### config.mk
export PLATFORM = sky130hd
export DESIGN_NAME = piecewise_linear_lookup
export DESIGN_NICKNAME = d
export VERILOG_FILES = /design/src/rtl/pwl_pkg.sv /design/src/rtl/piecewise_linear_lookup.sv
export SDC_FILE = /design/constraint.sdc
export NUM_CORES = 2
export LEC_CHECK = 0
export BUFFER_PORTS_ARGS = -buffer_cell sky130_fd_sc_hd__buf_4
export CORE_MARGIN = 5
export CORE_UTILIZATION = 30
export DETAILED_ROUTE_END_ITERATION = 10
export GPL_TIMING_DRIVEN = 0
export PLACE_DENSITY_LB_ADDON = 0.3
export SLEW_MARGIN = 5
export SYNTH_ARGS = -nofsm -noshare
export SYNTH_HDL_FRONTEND = slang
export SYNTH_SLANG_ARGS = --single-unit
### constraint.sdc
create_clock -name clock -period 9.85 [get_ports clock]
set_input_delay 1.97 -clock clock [delete_from_list [all_inputs] [get_ports clock]]
set_output_delay 1.97 -clock clock [all_outputs]
set_load 0.03 [all_outputs]
### src/rtl/pwl_pkg.sv
`default_nettype none

package pwl_pkg;

   localparam int DEFAULT_MAX_POINTS = 32;
   localparam int DATA_W             = 32;
   localparam int COUNT_W            = 6;
   localparam int INDEX_W            = 5;
   localparam int FRAC_W             = 16;
   // quotient t lies in 0 .. 2**FRAC_W
   localparam int T_W                = FRAC_W + 1;

   localparam logic [DATA_W-1:0]  ONE_Q16       = 32'h0001_0000;
   localparam logic [COUNT_W-1:0] COUNT_RESET   = 6'd2;

   localparam logic FUNC_WRITE = 1'b0;
   localparam logic FUNC_EVAL  = 1'b1;

   typedef struct packed {
      logic signed [DATA_W-1:0] axis;
      logic signed [DATA_W-1:0] value;
   } entry_type;

   typedef enum logic [2:0] {
      ST_IDLE,
      ST_FIRST,
      ST_LAST,
      ST_SCAN,
      ST_DIV,
      ST_MUL,
      ST_SUM
   } state_type;

endpackage

`default_nettype wire

### src/rtl/piecewise_linear_lookup.sv
`default_nettype none

// Piecewise linear lookup over a table of (axis, value) breakpoints, Q16.16.
// Requests enter on start/busy: a request is taken at a clock edge with start
// high and busy low. req_func selects a breakpoint write (req_point_index,
// req_point_axis, req_point_value) or an evaluate (req_query_x).
// A write completes at the accepting edge and gives no result; busy stays low.
// An evaluate raises busy until its result is registered. The result shows on
// rsp_value_y for one cycle with rsp_valid high; the receiver cannot stall.
// An evaluate reads entry zero and answers with its value for a query at or
// below the first axis point, else reads the last used entry and answers with
// its value for a query at or above it, else scans the table from entry one,
// one entry per cycle through the single read port of the breakpoint memory.
// Segment k (entries k, k+1) that encloses the query gives its left value when
// its span is zero or negative, and else interpolates through the 17-step
// restoring divider.
// csr_point_count (point_count) may be written only while idle.
// Reset (synchronous) restores point_count = 2 and a table mapping 0.0 to 0.0
// and 1.0 to 1.0 at once, through per-entry valid bits; no clearing pass.
module piecewise_linear_lookup
   import pwl_pkg::*;
#(
   parameter int MAX_POINTS = DEFAULT_MAX_POINTS
) (
   input  wire logic                     clock,
   input  wire logic                     reset,
   input  wire logic                     start,
   output      logic                     busy,
   input  wire logic                     req_func,
   input  wire logic [INDEX_W-1:0]       req_point_index,
   input  wire logic signed [DATA_W-1:0] req_point_axis,
   input  wire logic signed [DATA_W-1:0] req_point_value,
   input  wire logic signed [DATA_W-1:0] req_query_x,
   output      logic                     rsp_valid,
   output      logic signed [DATA_W-1:0] rsp_value_y,
   input  wire logic                     csr_write_en,
   input  wire logic [COUNT_W-1:0]       csr_point_count
);

   localparam int IDX_W = $clog2(MAX_POINTS);
   // wide enough for point_count and for MAX_POINTS itself
   localparam int N_W   = (IDX_W + 1 > COUNT_W) ? IDX_W + 1 : COUNT_W;
   localparam int SUB_W = DATA_W + 1;          // differences of two Q16.16 values
   localparam int REM_W = SUB_W + 1;           // partial remainder, below 2*span
   localparam int PROD_W = T_W + 1 + SUB_W;    // signed t times signed dv

   // ---------------------------------------------------------------------
   // Breakpoint memory: one write port, one registered read port.
   // Valid bits mark written entries; an unwritten entry reads as its
   // reset value (1.0/1.0 for entry one, zero elsewhere).
   // ---------------------------------------------------------------------
   entry_type             mem [MAX_POINTS];
   logic [MAX_POINTS-1:0] valid_ff;
   entry_type             rd_data_ff;
   logic                  rd_valid_ff;
   logic                  rd_one_ff;
   logic [IDX_W-1:0]      rd_addr;
   logic [IDX_W-1:0]      wr_addr;
   logic                  mem_we;
   entry_type             ent;

   assign wr_addr = IDX_W'(req_point_index);

   always_ff @(posedge clock) begin
      if (mem_we) begin
         mem[wr_addr] <= '{axis: req_point_axis, value: req_point_value};
      end
      rd_data_ff <= mem[rd_addr];
   end

   always_ff @(posedge clock) begin
      if (reset) begin
         valid_ff    <= '0;
         rd_valid_ff <= 1'b0;
         rd_one_ff   <= 1'b0;
      end else begin
         if (mem_we) begin
            valid_ff[wr_addr] <= 1'b1;
         end
         rd_valid_ff <= valid_ff[rd_addr];
         rd_one_ff   <= (rd_addr == IDX_W'(1));
      end
   end

   always_comb begin
      if (rd_valid_ff) begin
         ent = rd_data_ff;
      end else if (rd_one_ff) begin
         ent = '{axis: ONE_Q16, value: ONE_Q16};
      end else begin
         ent = '0;
      end
   end

   // ---------------------------------------------------------------------
   // Configuration: point count, clamped to 1 .. MAX_POINTS when used.
   // ---------------------------------------------------------------------
   logic [COUNT_W-1:0] point_count_ff;
   logic [N_W-1:0]     count_ext;
   logic [N_W-1:0]     n_used;
   logic [IDX_W-1:0]   last_idx;

   always_ff @(posedge clock) begin
      if (reset) begin
         point_count_ff <= COUNT_RESET;
      end else if (csr_write_en) begin
         point_count_ff <= csr_point_count;
      end
   end

   always_comb begin
      count_ext = N_W'(point_count_ff);
      if (count_ext == '0) begin
         n_used = N_W'(1);
      end else if (count_ext > N_W'(MAX_POINTS)) begin
         n_used = N_W'(MAX_POINTS);
      end else begin
         n_used = count_ext;
      end
      last_idx = IDX_W'(n_used - N_W'(1));
   end

   // ---------------------------------------------------------------------
   // Evaluate sequencer
   // ---------------------------------------------------------------------
   state_type                state_ff, state_in;
   logic signed [DATA_W-1:0] x_ff, x_in;
   logic signed [DATA_W-1:0] left_a_ff, left_a_in;
   logic signed [DATA_W-1:0] left_v_ff, left_v_in;
   logic signed [DATA_W-1:0] right_v_ff, right_v_in;
   logic signed [DATA_W-1:0] first_v_ff, first_v_in;
   logic [IDX_W-1:0]         scan_idx_ff, scan_idx_in;
   logic [SUB_W-1:0]         span_ff, span_in;
   logic [REM_W-1:0]         rem_ff, rem_in;
   logic [T_W-1:0]           quo_ff, quo_in;
   logic [4:0]               step_ff, step_in;
   logic signed [PROD_W-1:0] prod_ff, prod_in;
   logic                     rsp_valid_ff, rsp_valid_in;
   logic signed [DATA_W-1:0] rsp_value_ff, rsp_value_in;

   logic signed [SUB_W-1:0]  span_s;
   logic signed [SUB_W-1:0]  dist_s;
   logic signed [SUB_W-1:0]  dv_s;
   logic                     in_seg;
   logic                     div_ge;
   logic [REM_W-1:0]         div_rem;
   logic                     accept;

   assign accept = start && (state_ff == ST_IDLE);

   // segment arithmetic on the left point (registered) and the entry read now
   assign span_s = SUB_W'(ent.axis) - SUB_W'(left_a_ff);
   assign dist_s = SUB_W'(x_ff) - SUB_W'(left_a_ff);
   assign in_seg = (x_ff >= left_a_ff) && (x_ff <= ent.axis);
   assign dv_s   = SUB_W'(right_v_ff) - SUB_W'(left_v_ff);

   // one restoring division step
   assign div_ge  = (rem_ff >= REM_W'(span_ff));
   assign div_rem = div_ge ? (rem_ff - REM_W'(span_ff)) : rem_ff;

   always_comb begin
      state_in     = state_ff;
      x_in         = x_ff;
      left_a_in    = left_a_ff;
      left_v_in    = left_v_ff;
      right_v_in   = right_v_ff;
      first_v_in   = first_v_ff;
      scan_idx_in  = scan_idx_ff;
      span_in      = span_ff;
      rem_in       = rem_ff;
      quo_in       = quo_ff;
      step_in      = step_ff;
      prod_in      = prod_ff;
      rsp_valid_in = 1'b0;
      rsp_value_in = rsp_value_ff;
      rd_addr      = '0;
      mem_we       = 1'b0;

      unique case (state_ff)
         ST_IDLE: begin
            if (accept) begin
               if (req_func == FUNC_EVAL) begin
                  // read entry zero first
                  x_in     = req_query_x;
                  rd_addr  = '0;
                  state_in = ST_FIRST;
               end else begin
                  // drop writes beyond the table
                  mem_we = (32'(req_point_index) < 32'(MAX_POINTS));
               end
            end
         end

         ST_FIRST: begin
            left_a_in  = ent.axis;
            left_v_in  = ent.value;
            first_v_in = ent.value;
            if (x_ff <= ent.axis) begin
               rsp_valid_in = 1'b1;
               rsp_value_in = ent.value;
               state_in     = ST_IDLE;
            end else begin
               rd_addr  = last_idx;
               state_in = ST_LAST;
            end
         end

         ST_LAST: begin
            if (x_ff >= ent.axis) begin
               rsp_valid_in = 1'b1;
               rsp_value_in = ent.value;
               state_in     = ST_IDLE;
            end else begin
               // here at least two points are in use; start the scan at entry one
               rd_addr     = IDX_W'(1);
               scan_idx_in = IDX_W'(1);
               state_in    = ST_SCAN;
            end
         end

         ST_SCAN: begin
            if (in_seg) begin
               if (span_s[SUB_W-1] || (span_s == '0)) begin
                  rsp_valid_in = 1'b1;
                  rsp_value_in = left_v_ff;
                  state_in     = ST_IDLE;
               end else begin
                  right_v_in = ent.value;
                  span_in    = span_s;
                  rem_in     = REM_W'(dist_s);
                  quo_in     = '0;
                  step_in    = '0;
                  state_in   = ST_DIV;
               end
            end else if ((N_W'(scan_idx_ff) + N_W'(1)) < n_used) begin
               // advance: current entry becomes the left point
               left_a_in   = ent.axis;
               left_v_in   = ent.value;
               rd_addr     = scan_idx_ff + IDX_W'(1);
               scan_idx_in = scan_idx_ff + IDX_W'(1);
            end else begin
               // no segment encloses x
               rsp_valid_in = 1'b1;
               rsp_value_in = first_v_ff;
               state_in     = ST_IDLE;
            end
         end

         ST_DIV: begin
            // remainder stays below span, so the shift never loses a bit
            quo_in  = {quo_ff[T_W-2:0], div_ge};
            rem_in  = {div_rem[REM_W-2:0], 1'b0};
            step_in = step_ff + 5'd1;
            if (step_ff == 5'(T_W - 1)) begin
               state_in = ST_MUL;
            end
         end

         ST_MUL: begin
            // widen both operands so the product keeps every bit
            prod_in  = PROD_W'($signed({1'b0, quo_ff})) * PROD_W'(dv_s);
            state_in = ST_SUM;
         end

         ST_SUM: begin
            // arithmetic shift floors toward minus infinity
            rsp_valid_in = 1'b1;
            rsp_value_in = left_v_ff + prod_ff[FRAC_W +: DATA_W];
            state_in     = ST_IDLE;
         end

         default: begin
            state_in = ST_IDLE;
         end
      endcase
   end

   always_ff @(posedge clock) begin
      if (reset) begin
         state_ff     <= ST_IDLE;
         rsp_valid_ff <= 1'b0;
      end else begin
         state_ff     <= state_in;
         rsp_valid_ff <= rsp_valid_in;
      end
   end

   // datapath registers: no reset needed
   always_ff @(posedge clock) begin
      x_ff         <= x_in;
      left_a_ff    <= left_a_in;
      left_v_ff    <= left_v_in;
      right_v_ff   <= right_v_in;
      first_v_ff   <= first_v_in;
      scan_idx_ff  <= scan_idx_in;
      span_ff      <= span_in;
      rem_ff       <= rem_in;
      quo_ff       <= quo_in;
      step_ff      <= step_in;
      prod_ff      <= prod_in;
      rsp_value_ff <= rsp_value_in;
   end

   assign busy        = (state_ff != ST_IDLE);
   assign rsp_valid   = rsp_valid_ff;
   assign rsp_value_y = rsp_value_ff;

endmodule

`default_nettype wire
; ---- Yosys cells after proc, flatten, opt, wreduce, memory -nomap -nowiden
; Memory sizes are Yosys's and may differ from the RTL's. A register that Yosys moved wholly into a read port is not among the register bits.
; Index checks and enable logic that the tools add are counted.
; W data, S select, Z words.
[word_totals]
inputBits = 112
elab_cells = 138
ff_bits = 378
ramBits = 2048
n_memories = 1
output_inout_bits = 34
[op_classes]
eq_ne = 20
n_reduce_logical = 19
addsub = 9
magnitude_cmp = 9
n_mux = 59
n_mul = 1
bitwise = 2
[mem_list]
columns = name, words, word_bits, read_ports, rd_clocked_by_memory_dff, write_ports, line_no
row1 = mem, 32, 64, 1, 1, 1, piecewise_linear_lookup.sv:52  ; entry_type mem [MAX_POINTS];
[op_table]
columns = op, n
row1 = $mux W32, 9
row2 = $pmux W32 S2, 2
row3 = $pmux W32 S4, 1
row4 = $sub A32 B32 Y33, 3
row5 = $mux W34, 2
row6 = $pmux W34 S2, 1
row7 = $ge A32 B32 Y1, 2
row8 = $mux W64, 1
row9 = $mux W49, 1
row10 = $mul A18 B33 Y48, 1
row11 = $mux W5, 8
row12 = $ge A34 B33 Y1, 1
row13 = $mux W17, 2
row14 = $pmux W17 S2, 1
row15 = $logic_not A33 Y1, 1
row16 = $mux W33, 1
row17 = $sub A33 B33 Y33, 1
row18 = $add A32 B32 Y32, 1
row19 = $le A32 B32 Y1, 1
row20 = $or A32 B32 Y32, 1
row21 = $ne A2 B2 Y1 const B, 10
row22 = $pmux W5 S2, 2
row23 = $mux W3, 6
row24 = $pmux W3 S6, 1
row25 = other kinds (31), 59

; ---- Longest topological paths before layout
[depth]
ltp_word = 9
mapped_depth = 40
ltp_nobuf = 39

; ---- Worst setup path after synthesis
; Ideal clock, no wire load.
[synth_timing]
path_kind = register -> register
from = register left_v_ff[0]
to = register prod_ff[47] (data pin)
synth_period_minus_slack_ns = 8.947
n_path_buf = 1
path_stages_with_launch = 38
setup_time_ns = 0.260
arrival_time_ns = 8.687
path_slack_ns = 0.903
t_required_ns = 9.590
path_cell_list = edfxtp_1 > ha_1 > fa_1 > nor2b_1 > o31ai_1 > a21oi_1 > nor4_1 > o41a_1 > o31ai_1 > a211o_1 > a21o_1 > a21o_1 > a21oi_1 > xnor2_1 > buf_2 > nand2_1 > fa_1 > fa_1 > [... 2 more ...] > fa_1 > fa_1 > inv_1 > fa_1 > inv_1 > ha_1 > a21o_1 > a21o_1 > a21o_1 > a21oi_1 > o21ai_0 > o31a_1 > nor2_1 > o31ai_1 > a211oi_1 > xnor2_1 > xnor2_1 > xnor2_1
[synth_via]
elab_chain_len = 2
[synth_lines]
columns = item, line_no
row1 = start: declaration, piecewise_linear_lookup.sv:129  ; logic signed [DATA_W-1:0] left_v_ff, left_v_in;
row2 = start signal: assignment, piecewise_linear_lookup.sv:292  ; left_v_ff <= left_v_in;
row3 = $sub A32 B32 Y33, piecewise_linear_lookup.sv:155  ; assign dv_s = SUB_W'(right_v_ff) - SUB_W'(left_v_ff);
row4 = $mul A18 B33 Y48, piecewise_linear_lookup.sv:261  ; prod_in = PROD_W'($signed({1'b0, quo_ff})) * PROD_W'(dv_s);
row5 = end signal: assignment, piecewise_linear_lookup.sv:300  ; prod_ff <= prod_in;
row6 = end: declaration, piecewise_linear_lookup.sv:137  ; logic signed [PROD_W-1:0] prod_ff, prod_in;
; Every way passes these cells.
; A chain may end at the register's enable or synchronous reset.

; ---- Final worst setup path
[layout_timing]
from = register left_v_ff[4]
to = register prod_ff[47] (data pin)
; Same word-level chain as after synthesis.

==> results.sh <==
export IMPL_wl_um=412000
export IMPL_final_design_area_no_fill_um2=143000
export IMPL_die_x_um=650
export IMPL_cp_common_cell="fa_1"
export IMPL_die_y_um=650
export IMPL_hold_buffers=0
export IMPL_hold_start="valid_ff[14]"
export IMPL_syn_area_um2=123000
export IMPL_gp_congestion=0.893
export IMPL_power_density_nw_per_um2=207
export IMPL_start_util_pct=30.0
export IMPL_grtUsageTotal_pct=18.9
export IMPL_post_route_drc_count=0
export IMPL_synth_edf_count=2366
export IMPL_num_vias=83038
export IMPL_status="finished, violations left"
export IMPL_nNetsFinal=11750
export IMPL_critPathRequiredTime_ps=10480
export IMPL_synth_seq_cells=2474
export IMPL_grt_max_degree=57
export IMPL_ys_warn_count=0
export IMPL_drive_above_1_share_pct=10.2
export IMPL_slew_headroom_pct=-1.10
export IMPL_max_stage_delay_ps=620
export IMPL_cts_root_buf="clkbuf_16"
export IMPL_min_period_ps=9580
export IMPL_dr_first_iter_drc_count=7831
export IMPL_ys_seq_area_share_pct=59.6
export IMPL_cts_max_level=5
export IMPL_syn_to_final_growth_pct=16.8
export IMPL_cts_sinks=2474
export IMPL_worstMarginPinSlew_ps=1520
export IMPL_worst_path_max_fanout=5
export IMPL_synthCells=10224
export IMPL_dp_cells=15928
export IMPL_cts_buffers=278
export IMPL_async_reset_ff_share_pct=0
export IMPL_postRouteAntennaNets=0
export IMPL_final_util_pct=35.1
export IMPL_critPathLaunchType="register"
export IMPL_place_area_um2=133000
export IMPL_hpwl_um=307000
export IMPL_io_buffers=143
export IMPL_pre_cts_slack_ps=-1550
export IMPL_critPathSlowestCell="fa_1"
export IMPL_avgViaCountPerCell=5.03
export IMPL_power_leakage_nw=53.8
export IMPL_setup_violations_final=0
export IMPL_ios=146
export IMPL_final_cells=16505
export IMPL_endpoint_kind="register"
export IMPL_ir_drop_mv=0.227
export IMPL_overflow=0
export IMPL_synth_ff_type="edfxtp_1"
export IMPL_hold_class="register to register"
export IMPL_worstSetupPathType="register to register"
export IMPL_path_clk_slew_ps=60
export IMPL_max_freq_mhz=104
export IMPL_grt_antenna_before_repair=49
export IMPL_core_area_um2=409000
export IMPL_die_area_um2=422000
export IMPL_cap_violations=0
export IMPL_dr_pass1_iters=6
export IMPL_clockBufferDepth=4
export IMPL_clk_latency_ps=910
export IMPL_yosys_cell_types_count=85
export IMPL_violations="max-slew violations"
export IMPL_critPathLaunch="left_v_ff[4]"
export IMPL_wl_per_cell_um=25.0
export IMPL_synth_nets=11166
export IMPL_hold_viol_final=0
export IMPL_period_share_pct=97.3
export IMPL_arrival_ps=10220
export IMPL_r2r_start="left_v_ff[4]"
export IMPL_layout_setup_ws_ps=268
export IMPL_cts_tree="done"
export IMPL_worst_clock_skew_ps=80.8
export IMPL_power_mw=29.7
export IMPL_grt_pass1_vias=81700
export IMPL_tns_ps=0
export IMPL_slew_violations=6
export IMPL_syn_avg_cell_area_um2=12.0
export IMPL_row_count=235
export IMPL_grt_pass1_wl_um=586000
export IMPL_worst_hold_slack_ps=472
-- registers in the layout, summed over array words and instances, names as in the netlist, 3 cells and up --
register / cells
x_ff: 32
mem: 2048
state_ff: 3
left_a_ff: 32
step_ff: 5
valid_ff: 32
quo_ff: 17
left_v_ff: 32
prod_ff: 32
rsp_value_y: 32
scan_idx_ff: 5
rd_data_ff: 64
rem_ff: 34
count_ext: 6
first_v_ff: 32
span_ff: 33
right_v_ff: 32
-- layer usage --
| layer | GRT usage [%] | share of wire (%) | wire length [um] | up-vias |
|---|---|---|---|---|
| li1 | - | - | - | 37315 |
| met1 | 24.2 | 40 | 165000 | 41832 |
| met2 | 32.1 | 48 | 199000 | 3139 |
| met3 | 2.74 | 6.9 | 28600 | 744 |
| met4 | 7.82 | 4.7 | 19400 | 8 |
| met5 | 0 | 0.011 | 47 | - |
-- layout by cell type (no fill, tap or decap), drive strengths merged, types with 13 or more instances in the layout --
master     n
edfxtp  2366
xor2      61
nor3      55
a21oi    181
o21ai    131
o21ba     13
ha       311
o21a      32
nand2   2356
dfxtp    108
xnor2    111
nor2b     49
nand2b    34
mux2i    135
o21bai    21
inv      811
o221ai    39
a21o     104
nor4      69
clkinv   113
a311oi   221
diode     28
a211oi   142
nor2     249
nand3    418
and3     347
buf      511
o31ai     17
fa       519
clkbuf   691
and2     314
bufinv    20
nand4     27
a31oi    213
a31o      54
-- worst paths after layout --
| check | to | slack (ps) | cells after the start |
|---|---|---|---|
| worst min register to register | valid_ff[14] | 470 | 2 |
| worst max-delay path | prod_ff[47] | 270 | 38 |
| worst max register to register | prod_ff[47] | 270 | 38 |
| worst min-delay path | valid_ff[14] | 470 | 2 |
-- layout make-up --
class	count	area [um2]
buffer	550	2430
tap	5451	6820
antenna	28	70.1
fill	40396	265000
inverter	797	3000
multi-input combinational	6400	45300
sequential	2474	73200
timing repair buffer	307	3730
clock inverter	153	1400
clock buffer	345	7480
-- cell families after synthesis --
family,share of synthesized area [%]
compound gates,7.47
simple gates,14.5
fa+ha+maj,11.6
mux,1.17
flops,59.6
buf+inv,4.34
xor+xnor,1.23
-- what timing repair did --
item	in CTS	in global routing
pin swaps	17	51
cloned	0	0
resized for setup	88	107
endpoints found under the setup margin	19	13
setup buffers	20	34
-- worst max-delay path, delay by kind of cell (launching register included) --
family	cells	cell delay, ps
AOI/OAI and AO/OA	14	2710
xor gates and xnor gates	4	740
adders and majority gates	8	3680
buffers and inverters	7	680
DFF	1	450
and+or+nand+nor	5	1070
-- power by group --
group | leakage [nW] | switching (mW) | internal [mW]
registers | 22.2 | 0.0783 | 11.9
logic | 27.2 | 4.53 | 2.92
clock network | 4.36 | 4.34 | 5.94
-- Yosys cell counts, types with 142 or more instances --
cell type / number / area share [%]
nor2_1: 248 / 0.76
a21oi_1: 181 / 0.74
fa_1: 519 / 8.5
and3_1: 347 / 1.8
ha_1: 311 / 3.2
and2_1: 314 / 1.6
clkbuf_1: 359 / 1.1
edfxtp_1: 2366 / 58
a311oi_1: 221 / 1.6
nand3_1: 418 / 1.7
buf_2: 148 / 0.60
nand2_1: 2356 / 7.2
a31oi_1: 213 / 1.1
a211oi_1: 142 / 0.87
inv_1: 797 / 2.4
Power figures use the tool's default switching activity.
